## src/rtl/gba_pkg.sv

```systemverilog
// Package for the grouped bitmap id allocator: sizes, codes, FSM states
// and the structs passed between the controller and the top level.
// No dependencies.
package gba_pkg;

  // Sizing
  localparam int unsigned MAX_IDS    = 4096;
  localparam int unsigned MAX_GROUPS = 16;
  localparam int unsigned WORD_W     = 32;
  localparam int unsigned WORD_COUNT = (MAX_IDS + WORD_W - 1) / WORD_W;
  localparam int unsigned MIN_GROUP  = (MAX_IDS + MAX_GROUPS - 1) / MAX_GROUPS;
  localparam int unsigned FIRST_ID   = 11;

  localparam int unsigned ID_W      = 12;
  localparam int unsigned CNT_W     = 13;
  localparam int unsigned WADDR_W   = $clog2(WORD_COUNT);
  localparam int unsigned BIT_W     = $clog2(WORD_W);
  localparam int unsigned GIDX_W    = $clog2(MAX_GROUPS);
  localparam int unsigned BND_W     = $clog2(MAX_IDS * MAX_GROUPS) + 1;
  localparam int unsigned COUNT_MAX = (2 ** CNT_W) - 1;
  localparam int unsigned CFG_IDX_W = 1;

  // Register indexes on the config port
  localparam logic [CFG_IDX_W-1:0] CFG_ID_COUNT      = 1'b0;
  localparam logic [CFG_IDX_W-1:0] CFG_IDS_PER_GROUP = 1'b1;

  // Reset values of the config registers
  localparam logic [CNT_W-1:0] ID_COUNT_RST      = CNT_W'(4096);
  localparam logic [CNT_W-1:0] IDS_PER_GROUP_RST = CNT_W'(1024);

  typedef enum logic {
    CMD_ALLOC   = 1'b0,
    CMD_RELEASE = 1'b1
  } cmd_t;

  typedef enum logic [1:0] {
    ST_OK           = 2'd0,
    ST_NO_SPACE     = 2'd1,
    ST_OUT_OF_RANGE = 2'd2,
    ST_NOT_ALLOC    = 2'd3
  } status_t;

  typedef enum logic [3:0] {
    S_IDLE,
    S_PREP,
    S_SCAN,
    S_UPD_RD,
    S_UPD_WR,
    S_GDIV,
    S_RL_RD,
    S_RL_WR,
    S_FIN
  } state_t;

  typedef struct packed {
    logic [CNT_W-1:0] id_count;
    logic [CNT_W-1:0] ids_per_group;
  } cfg_t;

  typedef struct packed {
    logic               en;
    logic [WADDR_W-1:0] addr;
    logic [WORD_W-1:0]  data;
  } bm_wr_t;

  typedef struct packed {
    logic              en;
    logic [GIDX_W-1:0] addr;
    logic [CNT_W-1:0]  data;
  } gm_wr_t;

endpackage

```

## src/rtl/gba_ctrl.sv

```systemverilog
// Allocator controller: request FSM, group-full pass, bitmap word scan,
// read-modify-write of bitmap and group counters, result register.
// Depends on gba_pkg.
module gba_ctrl
  import gba_pkg::*;
(
  input  logic               clk,
  input  logic               rst_n,
  input  cfg_t               cfg,
  input  logic               in_valid,
  output logic               in_stall,
  input  logic               in_cmd,
  input  logic [ID_W-1:0]    in_release_id,
  output logic               out_valid,
  input  logic               out_stall,
  output logic [ID_W-1:0]    out_granted_id,
  output logic [1:0]         out_status,
  output logic [CNT_W-1:0]   out_free_total,
  output logic [WADDR_W-1:0] bm_rd_addr,
  input  logic [WORD_W-1:0]  bm_rd_data,
  output bm_wr_t             bm_wr,
  output logic [GIDX_W-1:0]  gm_rd_addr,
  input  logic [CNT_W-1:0]   gm_rd_data,
  output gm_wr_t             gm_wr
);

  state_t state_r, state_nxt;

  logic                  out_valid_r;
  logic [CNT_W-1:0]      total_r;
  logic [ID_W-1:0]       out_granted_r;
  status_t               out_status_r;
  logic [CNT_W-1:0]      out_free_r;

  status_t               status_r;
  logic [ID_W-1:0]       granted_r;
  logic [ID_W-1:0]       pos_r;
  logic [WORD_W-1:0]     word_r;
  logic [GIDX_W:0]       pidx_r;
  logic [MAX_GROUPS-1:0] full_r;
  logic [WADDR_W:0]      iw_r;
  logic [WADDR_W-1:0]    pw_r;
  logic                  pvld_r;
  logic [GIDX_W-1:0]     g_r;
  logic [BND_W-1:0]      nb_r;

  // Effective configuration
  logic [CNT_W-1:0] n_eff, gs, limit, avail, free_cnt;
  logic             rid_bad;

  always_comb begin
    n_eff = (cfg.id_count > CNT_W'(MAX_IDS)) ? CNT_W'(MAX_IDS) : cfg.id_count;
    gs    = cfg.ids_per_group;
    if (gs < CNT_W'(MIN_GROUP)) gs = CNT_W'(MIN_GROUP);
    if (gs > CNT_W'(MAX_IDS))   gs = CNT_W'(MAX_IDS);
    limit = (n_eff == '0) ? '0 : n_eff - CNT_W'(1);
    avail = (n_eff > CNT_W'(FIRST_ID)) ? n_eff - CNT_W'(FIRST_ID) : '0;
    free_cnt = (avail > total_r) ? avail - total_r : '0;
    rid_bad = (in_release_id < ID_W'(FIRST_ID)) || ({1'b0, in_release_id} >= n_eff);
  end

  // Scan of the word returned by the bitmap RAM
  logic [WORD_W-1:0] usable, cand, low;
  logic [BIT_W-1:0]  hit_bit;
  logic [CNT_W-1:0]  hit_pos, word_end;
  logic [GIDX_W-1:0] hit_grp;
  logic              full_cur, full_next, last_word, scan_adv, div_adv;
  logic [GIDX_W:0]   prev_idx;

  always_comb begin
    logic [CNT_W-1:0] p;
    logic             fb;
    full_cur  = full_r[g_r];
    full_next = (g_r == GIDX_W'(MAX_GROUPS - 1)) ? 1'b1 : full_r[g_r + GIDX_W'(1)];
    for (int i = 0; i < WORD_W; i++) begin
      p  = {1'b0, pw_r, BIT_W'(i)};
      fb = ({(BND_W - CNT_W)'(0), p} < nb_r) ? full_cur : full_next;
      usable[i] = (p >= CNT_W'(FIRST_ID - 1)) && (p < limit) && !fb;
    end
    cand = usable & ~bm_rd_data;
    low  = cand & (~cand + WORD_W'(1));
    hit_bit = '0;
    for (int i = 0; i < WORD_W; i++) begin
      if (low[i]) hit_bit = hit_bit | BIT_W'(i);
    end
    hit_pos  = {1'b0, pw_r, hit_bit};
    hit_grp  = ({(BND_W - CNT_W)'(0), hit_pos} < nb_r) ? g_r : g_r + GIDX_W'(1);
    word_end = {({1'b0, pw_r} + (WADDR_W + 1)'(1)), BIT_W'(0)};
    last_word = (pw_r == WADDR_W'(WORD_COUNT - 1)) || (word_end >= limit);
    scan_adv  = ({(BND_W - CNT_W)'(0), word_end} >= nb_r)
                && (g_r != GIDX_W'(MAX_GROUPS - 1));
    div_adv   = ({(BND_W - ID_W)'(0), pos_r} >= nb_r)
                && (g_r != GIDX_W'(MAX_GROUPS - 1));
    prev_idx  = pidx_r - (GIDX_W + 1)'(1);
  end

  logic out_load;
  assign out_load = (state_r == S_FIN) && (!out_valid_r || !out_stall);

  // Next state
  always_comb begin
    state_nxt = state_r;
    case (state_r)
      S_IDLE: begin
        if (in_valid) begin
          if (in_cmd == CMD_RELEASE) state_nxt = rid_bad ? S_FIN : S_GDIV;
          else                       state_nxt = S_PREP;
        end
      end
      S_PREP: begin
        if (pidx_r == (GIDX_W + 1)'(MAX_GROUPS)) state_nxt = S_SCAN;
      end
      S_SCAN: begin
        if (pvld_r && (cand != '0))  state_nxt = S_UPD_RD;
        else if (pvld_r && last_word) state_nxt = S_FIN;
      end
      S_UPD_RD: state_nxt = S_UPD_WR;
      S_UPD_WR: state_nxt = S_FIN;
      S_GDIV: begin
        if (!div_adv) state_nxt = S_RL_RD;
      end
      S_RL_RD: state_nxt = S_RL_WR;
      S_RL_WR: state_nxt = S_FIN;
      S_FIN: begin
        if (out_load) state_nxt = S_IDLE;
      end
      default: state_nxt = S_IDLE;
    endcase
  end

  // RAM controls and handshake outputs
  logic rl_set;
  assign rl_set = bm_rd_data[pos_r[BIT_W-1:0]];

  always_comb begin
    in_stall   = (state_r != S_IDLE);
    bm_rd_addr = (state_r == S_SCAN) ? iw_r[WADDR_W-1:0] : pos_r[ID_W-1:BIT_W];
    gm_rd_addr = (state_r == S_PREP) ? pidx_r[GIDX_W-1:0] : g_r;
    bm_wr.en   = 1'b0;
    bm_wr.addr = pos_r[ID_W-1:BIT_W];
    bm_wr.data = word_r;
    gm_wr.en   = 1'b0;
    gm_wr.addr = g_r;
    gm_wr.data = gm_rd_data;
    case (state_r)
      S_UPD_WR: begin
        bm_wr.en   = 1'b1;
        gm_wr.en   = 1'b1;
        gm_wr.data = (gm_rd_data == CNT_W'(COUNT_MAX)) ? gm_rd_data
                                                       : gm_rd_data + CNT_W'(1);
      end
      S_RL_WR: begin
        bm_wr.en   = rl_set;
        bm_wr.data = bm_rd_data & ~(WORD_W'(1) << pos_r[BIT_W-1:0]);
        gm_wr.en   = rl_set;
        gm_wr.data = (gm_rd_data == '0) ? '0 : gm_rd_data - CNT_W'(1);
      end
      default: ;
    endcase
  end

  // Control registers
  always_ff @(posedge clk) begin
    if (!rst_n) begin
      state_r     <= S_IDLE;
      out_valid_r <= 1'b0;
      total_r     <= '0;
    end else begin
      state_r <= state_nxt;
      if (out_load)        out_valid_r <= 1'b1;
      else if (!out_stall) out_valid_r <= 1'b0;
      if (state_r == S_UPD_WR && total_r != CNT_W'(COUNT_MAX)) begin
        total_r <= total_r + CNT_W'(1);
      end else if (state_r == S_RL_WR && rl_set && total_r != '0) begin
        total_r <= total_r - CNT_W'(1);
      end
    end
  end

  // Datapath registers
  always_ff @(posedge clk) begin
    case (state_r)
      S_IDLE: begin
        pidx_r    <= '0;
        pos_r     <= in_release_id - ID_W'(1);
        status_r  <= (in_cmd == CMD_RELEASE && rid_bad) ? ST_OUT_OF_RANGE : ST_OK;
        granted_r <= '0;
        g_r       <= '0;
        nb_r      <= BND_W'(gs);
      end
      S_PREP: begin
        // group-full flags, one counter read per cycle
        if (pidx_r != '0) full_r[prev_idx[GIDX_W-1:0]] <= (gm_rd_data >= gs);
        pidx_r <= pidx_r + (GIDX_W + 1)'(1);
        iw_r   <= '0;
        pvld_r <= 1'b0;
      end
      S_SCAN: begin
        if (iw_r != (WADDR_W + 1)'(WORD_COUNT)) iw_r <= iw_r + (WADDR_W + 1)'(1);
        pvld_r <= (iw_r != (WADDR_W + 1)'(WORD_COUNT));
        pw_r   <= iw_r[WADDR_W-1:0];
        if (pvld_r) begin
          if (cand != '0) begin
            pos_r  <= hit_pos[ID_W-1:0];
            g_r    <= hit_grp;
            word_r <= bm_rd_data | low;
          end else if (last_word) begin
            status_r <= ST_NO_SPACE;
          end else if (scan_adv) begin
            g_r  <= g_r + GIDX_W'(1);
            nb_r <= nb_r + BND_W'(gs);
          end
        end
      end
      S_UPD_WR: granted_r <= pos_r + ID_W'(1);
      S_GDIV: begin
        // walk group boundaries up to the released position
        if (div_adv) begin
          g_r  <= g_r + GIDX_W'(1);
          nb_r <= nb_r + BND_W'(gs);
        end
      end
      S_RL_WR: begin
        if (!rl_set) status_r <= ST_NOT_ALLOC;
      end
      S_FIN: begin
        if (out_load) begin
          out_granted_r <= granted_r;
          out_status_r  <= status_r;
          out_free_r    <= free_cnt;
        end
      end
      default: ;
    endcase
  end

  assign out_valid      = out_valid_r;
  assign out_granted_id = out_granted_r;
  assign out_status     = out_status_r;
  assign out_free_total = out_free_r;

  // Checks
  a_accept_leaves_idle: assert property (@(posedge clk) disable iff (!rst_n)
    (state_r == S_IDLE && in_valid) |=> (state_r != S_IDLE))
    else $error("accepted request did not start work");

  a_result_from_fin: assert property (@(posedge clk) disable iff (!rst_n)
    $rose(out_valid_r) |-> $past(state_r == S_FIN))
    else $error("result raised outside the finish state");

  a_grant_in_range: assert property (@(posedge clk) disable iff (!rst_n)
    (out_valid_r && out_granted_r != '0) |->
      (out_status_r == ST_OK && out_granted_r >= ID_W'(FIRST_ID)))
    else $error("granted id below the first allocatable id");

  a_counter_follows_bitmap: assert property (@(posedge clk) disable iff (!rst_n)
    bm_wr.en |-> gm_wr.en)
    else $error("bitmap written without group counter update");

endmodule

```

## config.mk

```make
export PLATFORM = sky130hd
export DESIGN_NAME = gba_ctrl
export DESIGN_NICKNAME = d
export VERILOG_FILES = /design/src/rtl/gba_pkg.sv /design/src/rtl/gba_ctrl.sv
export SDC_FILE = /design/constraint.sdc
export NUM_CORES = 1
export LEC_CHECK = 0
export BUFFER_PORTS_ARGS = -buffer_cell sky130_fd_sc_hd__buf_2
export CORE_UTILIZATION = 45
export CTS_CLUSTER_DIAMETER = 40
export DETAILED_ROUTE_END_ITERATION = 7
export GPL_TIMING_DRIVEN = 1
export SYNTH_ARGS = -nofsm -noshare
export SYNTH_HDL_FRONTEND = slang
export SYNTH_SLANG_ARGS = --single-unit
```

## constraint.sdc

```tcl
create_clock -name clk -period 10.4 [get_ports clk]
set_clock_uncertainty 0.05 [all_clocks]
set_input_delay 1.56 -clock clk [delete_from_list [all_inputs] [get_ports clk]]
set_output_delay 1.56 -clock clk [all_outputs]
set_load 0.01 [all_outputs]
```

==> Yosys cells after proc, flatten, opt, wreduce, memory -nomap -nowiden <==
Index checks and enable logic that the tools add are counted.
{ "classes": {"n_addsub": 16, "magnitude_cmp": 91, "n_eq_ne": 35, "shift": 1, "mux": 187, "n_bitwise": 7, "reduce_logical": 112} }
{ "ops": {"columns": ["cell", "n"], "rows": [
  ["$lt A12 B17 Y1", 33],
  ["$lt A12 B13 Y1", 32],
  ["$mux W17", 16],
  ["$mux W13", 15],
  ["$mux W32", 6],
  ["$mux W4", 43],
  ["$ge A12 B4 Y1 const B", 10],
  ["$and A32 B32 Y32", 3],
  ["$not A32 Y32", 3],
  ["$mux W12", 7],
  ["$mux W5", 16],
  ["$logic_and A1 B1 Y1", 52],
  ["$pmux W17 S3", 1],
  ["$pmux W12 S2", 2],
  ["$mux W1", 43],
  ["$sub A13 B1 Y13 const B", 3],
  ["$logic_not A1 Y1", 34],
  ["$add A32 B1 Y32 const B", 1],
  ["$mux W16", 2],
  ["$mux W2", 16],
  ["$or A32 B32 Y32", 1],
  ["$pmux W4 S8", 1],
  ["$reduce_bool A32 Y1", 1],
  ["$shl A1 B5 Y32 const A", 1],
  ["other kinds (64)", 107]
]} }
{ "word_totals": {"regBits": 161, "in_bits": 88, "output_inout_bits": 98, "word_cells": 466} }

==> Logic depth before layout (Yosys ltp) <==
{ "logic_depth": {"depth_word": 50, "depth_mapped": 31, "mapped_depth_nobuf": 26} }

==> Worst setup path after synthesis <==
No wires, ideal clock.
{ "synth_timing": {"path_type": "in2reg", "from": "input port cfg[25] (netlist name)", "to": "register g_r[0], enable pin", "setup_time_ns": 0.372, "arrival_ns": 7.580, "t_required_ns": 9.978, "path_slack_ns": 2.398, "path_stages": 29, "n_path_buf": 7, "path_cell_list": "buf_2 clkbuf_1 clkbuf_1 nand2b_1 ha_1 buf_4 nor3b_1 nand4_1 clkbuf_1 o311ai_0 ha_1 a21o_1 a21oi_1 a21oi_1 clkbuf_1 a211oi_1 o2111ai_2 o211ai_2 nor3_4 buf_2 nand4_1 o221ai_1 or3_1 ha_1 a21o_1 a21o_1 a21oi_1 o2111a_1 a211oi_1"} }
{ "synth_via": {"elab_chain_cells": 45, "elab_cells_between_ends": 122, "classes_between": "add/sub (2); order compare (35); eq/ne (3); mux (33); bitwise (3); reduce/logical (46)"} }
{ "synth_rtl": {"columns": ["element", "line_no", "text"], "rows": [
  ["from (decl)", "gba_ctrl.sv:9", "input cfg_t cfg,"],
  ["$gt A13 B13 Y1", "gba_ctrl.sv:52", "n_eff = (cfg.id_count > CNT_W'(MAX_IDS)) ? CNT_W'(MAX_IDS) : cfg.id_count;"],
  ["$mux W13 (*)", "gba_ctrl.sv:52", null],
  ["$sub A13 B1 Y13 or $logic_not A13 Y1 (tied branches)", "gba_ctrl.sv:56", "limit = (n_eff == '0) ? '0 : n_eff - CNT_W'(1);"],
  ["$mux W13 (*)", "gba_ctrl.sv:56", null],
  ["$lt A12 B13 Y1", "gba_ctrl.sv:78", "usable[i] = (p >= CNT_W'(FIRST_ID - 1)) && (p < limit) && !fb;"],
  ["$logic_and A1 B1 Y1 (2 in series)", "gba_ctrl.sv:78", null],
  ["$and A32 B32 Y32", "gba_ctrl.sv:80", "cand = usable & ~bm_rd_data;"],
  ["$not A32 Y32", "gba_ctrl.sv:81", "low = cand & (~cand + WORD_W'(1));"],
  ["[2 not listed]", null, null],
  ["$mux W1", "gba_ctrl.sv:84", "if (low[i]) hit_bit = hit_bit | BIT_W'(i);"],
  ["$mux W2 (2 in series)", "gba_ctrl.sv:84", null],
  ["$mux W3 (4 in series)", "gba_ctrl.sv:84", null],
  ["$mux W4 (8 in series)", "gba_ctrl.sv:84", null],
  ["$mux W5 (16 in series)", "gba_ctrl.sv:84", null],
  ["$lt A12 B17 Y1", "gba_ctrl.sv:87", "hit_grp = ({(BND_W - CNT_W)'(0), hit_pos} < nb_r) ? g_r : g_r + GIDX_W'(1);"],
  ["$ne A3 B3 Y1 (no line)", null, null],
  ["$reduce_and A6 Y1 (no line) (*)", null, null],
  ["to (signal assigned)", "gba_ctrl.sv:205", "g_r <= hit_grp;"],
  ["to (signal assigned)", "gba_ctrl.sv:210", "g_r <= g_r + GIDX_W'(1);"],
  ["to (signal assigned)", "gba_ctrl.sv:219", "g_r <= g_r + GIDX_W'(1);"],
  ["to (decl)", "gba_ctrl.sv:44", "logic [GIDX_W-1:0] g_r;"]
]} }
Every way passes the cells marked *; elsewhere a longest branch is shown, timed or not.
A chain may end at the register's enable or synchronous reset.

==> Final worst setup path <==
{ "layout_timing": {"from": "input port cfg[25] (netlist name)", "to": "register g_r[3], enable pin"} }
The elaborated chain is that of the path after synthesis.

==> impl_metrics.py <==
metrics = {
    "power_and_ir_drop": {
        "ir_worst_vdd_v": 0.0001493,
        "seqPwrFrac_pct": 28.8,
        "p_total_uw": 4367,
        "clkPwrFrac_pct": 15.0,
        "p_sw_share_pct": 49.43,
        "combPwrFrac_pct": 56.1,
        "leakage_uw": 0.007125,
        "p_sw_uw": 2159,
        "p_int_uw": 2209,
        "power_density_mw_per_mm2": 250.7,
    },
    "drt": {
        "via_per_inst": 6.204,
        "drt_iter0_drc": 1388,
        "num_vias": 15210,
        "drt-pass1-iter-count": 6,
        "drc": 0,
        "wl_per_cell_um": 22.61,
        "wl_um": 55430,
        "antenna_left": 0,
    },
    "critical_path": {
        "crit_required_ps": 10440,
        "reg2reg_depth": 18,
        "cp-start-kind": "primary input",
        "cp.arrival_ps": 9330,
        "end_kind": "flip-flop",
        "cp_max_fo": 30,
        "worstSetupPathType": "in2reg",
    },
    "die": {
        "row_count": 67,
        "fp.dieW_um": 188.6,
        "die_h_um": 188.6,
        "ios": 186,
        "initial_utilization_pct": 46.28,
        "coreArea_mm2": 0.03387,
        "die_area_mm2": 0.03558,
    },
    "layout": {
        "final_cell_count_no_fill": 2451,
        "drive_above_1_share_pct": 15.24,
        "regArea_mm2": 0.004654,
        "fin_nets": 2211,
        "area_growth_pct": 11.14,
        "nFillCells": 3277,
        "multi_input_area_mm2": 0.01020,
        "stdcell_area_mm2": 0.01742,
    },
    "clock_network": {
        "cts_hold_buf": 0,
        "cts-root-buf": "clkbuf_16",
        "cts_resized": 0,
        "clk_path_buf_depth": 2,
        "clk_latency_ps": 460,
        "clkSlewWorstSetupHoldPaths_ps": 70,
        "cts_buffers": 17,
        "h-tree-depth": 4,
        "cts_tree": "done",
        "cts_num_sinks": 161,
        "post_cts_buffers": 0,
    },
    "timing": {
        "slew_headroom_pct": 17.65,
        "period_share_pct": 89.31,
        "period_minus_slack_ps": 9289,
        "worst_slack_ps": 1111,
        "grt_setup_unrepaired": "no",
        "tns_ps": 0,
        "setup_viol": 0,
        "drv_slew": 0,
        "finalHoldViolCount": 0,
        "worst_slew_pin_slew_ps": 1231,
        "fmax_ghz": 0.1077,
    },
    "placement": {
        "dp_worst_setup_slack_ps": 900.6,
        "dpl.hpwl_um": 43740,
        "placed_area_mm2": 0.01682,
        "dp_cells": 2417,
        "io_buffer_count": 185,
        "gp_congestion": 0.9828,
    },
    "logic_synthesis": {
        "synth_edf_count": 143,
        "netlist_area_mm2": 0.01567,
        "seq_area_frac_synth_pct": 29.70,
        "synth-seq-cells": 161,
        "synthArstFlopShare_pct": 0,
        "syn_inst": 1863,
        "synth_top_flop_cell": "edfxtp_1",
        "synth_nets": 2086,
        "ys_types": 105,
        "yosysWarnings": 0,
        "synth.avg_cell_area_um2": 8.413,
    },
    "outcome": {
        "outcome": "completed",
    },
    "global_route": {
        "grt_pass1_wl_um": 83840,
        "grt_usage_pct": 30.88,
        "grt_pass1_vias": 13980,
        "grt_overflow": 0,
        "antenna_found_initial": 1,
        "grt_max_degree": 69,
    },
    "run": {
        "drv_cap": 0,
    },
    "min_path": {
        "worstHoldPathCells": 0,
        "hold_path.class": "reg2reg",
    },
}
[layout make-up]
type	count	share of cell area, %
multi-input cells	1507	58.55
flip-flops and latches	161	26.72
repair buffers	198	5.876
well taps	448	3.218
clock buffers	17	2.442
inverters	103	2.220
clock inverters	15	0.9410
diodes	2	0.02873
[registers in the layout, indices dropped and copies added, names as in the netlist, 2 cells and up]
name            count
status_r            2
out_granted_id     12
g_r                 4
word_r             32
total_r            13
granted_r          12
state_r             4
full_r             16
nb_r               17
out_free_total     13
pw_r                7
pidx_r              5
pos_r              12
out_status          2
iw_r                8
[metal layers]
| layer | up-vias | GRT usage [%] | wire, um |
|---|---|---|---|
| met1 | 7219 | 42.80 | 24560 |
| met5 | - | 0 | 0 |
| met2 | 702 | 48.39 | 24840 |
| met3 | 99 | 4.321 | 4177 |
| li1 | 7187 | - | - |
| met4 | 0 | 12.25 | 1848 |
[per-stage QoR]
stage / hold slack [ps] / utilization, %
after global routing: 377.4 / 51.42
final: 371.1 / 51.43
after global placement: 350.9 / 49.68
after detailed placement: 355.6 / 49.68
after floorplan: 350.3 / -
after CTS: 372.9 / 51.42
[synth_stat cells (all sizes together) (8+ instances only)]
library cell,n,area [um^2]
xor2,26,227.7
and3,21,131.4
or3,25,161.4
a211oi,27,202.7
ha,132,1652
o2111ai,8,82.58
a21oi,115,579.3
o21a,17,135.1
dfxtp,18,360.4
xnor2,53,464.2
a21o,36,270.3
and2,14,87.58
a221oi,8,76.32
nor2,157,596.8
nor3b,9,67.56
nand2,204,765.7
or2,13,81.33
o31ai,13,97.59
nor4,23,186.4
o22ai,13,81.33
buf,39,256.5
nand2b,26,162.7
inv,102,382.9
a2111oi,9,92.59
a31oi,22,137.6
or4,10,78.82
mux2i,18,180.2
nor2b,25,163.9
o21ai,171,859.6
edfxtp,143,4294
mux4,17,382.9
o211ai,18,145.1
nor3,49,284.0
nand4,29,193.9
clkbuf,53,198.9
o21bai,24,180.2
nand3,74,382.9
nand3b,8,60.06
[power groups by stage]
stage	Combinational (uW)	Clock (uW)	Sequential (uW)
floorplan	1840	0	1070
global placement	2390	0	1260
detailed placement	2410	0	1270
CTS	2420	668	1250
global route	2700	685	1280
finish	2450	657	1260
[critical path, cell delays in order]
cell and delay, ps:
buf_2 390, nand2b_1 330, ha_1 510, nor3b_1 290, nand4_1 560, o311ai_0 410, ha_1 230, nand3_1 190
or4_1 740, nor4_1 660, a21oi_1 190, a31oi_1 230, o211ai_2 190, nor4b_1 640, nand3_1 380, a311oi_1 310
or3_1 240, ha_1 160, a21o_1 110, a21o_1 110, a21oi_1 70, o2111a_1 230, a211oi_1 600
[kinds of logic after synthesis]
logic type | count (synthesis) | share of synthesized area [%]
compound gates | 538 | 22.21
xor+xnor | 79 | 4.415
fa+ha+maj | 135 | 10.92
buf+inv | 195 | 5.372
flops | 161 | 29.70
mux | 38 | 3.808
simple gates | 717 | 23.58
[cell usage in the layout (no fill, tap or decap), drive strengths merged, types with 27 or more instances in the layout]
master  count
xnor2      53
o21ai     171
nor2      157
nand3      74
nor3       49
inv       111
nand2     204
edfxtp    143
a211oi     27
a21oi     115
buf       198
nand4      29
ha        132
a21o       36
[path summary, 6_finish.rpt]
path                              start                           to  slack (ps)
max                             cfg[25]         g_r[3]$_SDFFCE_PP0P_        1110
min          granted_r[0]$_SDFFCE_PN0P_  out_granted_id[0]$_DFFE_PP_         370
max reg2reg        g_r[0]$_SDFFCE_PP0P_         g_r[3]$_SDFFCE_PP0P_        3470
min reg2reg  granted_r[0]$_SDFFCE_PN0P_  out_granted_id[0]$_DFFE_PP_         370
(Power assumes the default switching activity.)
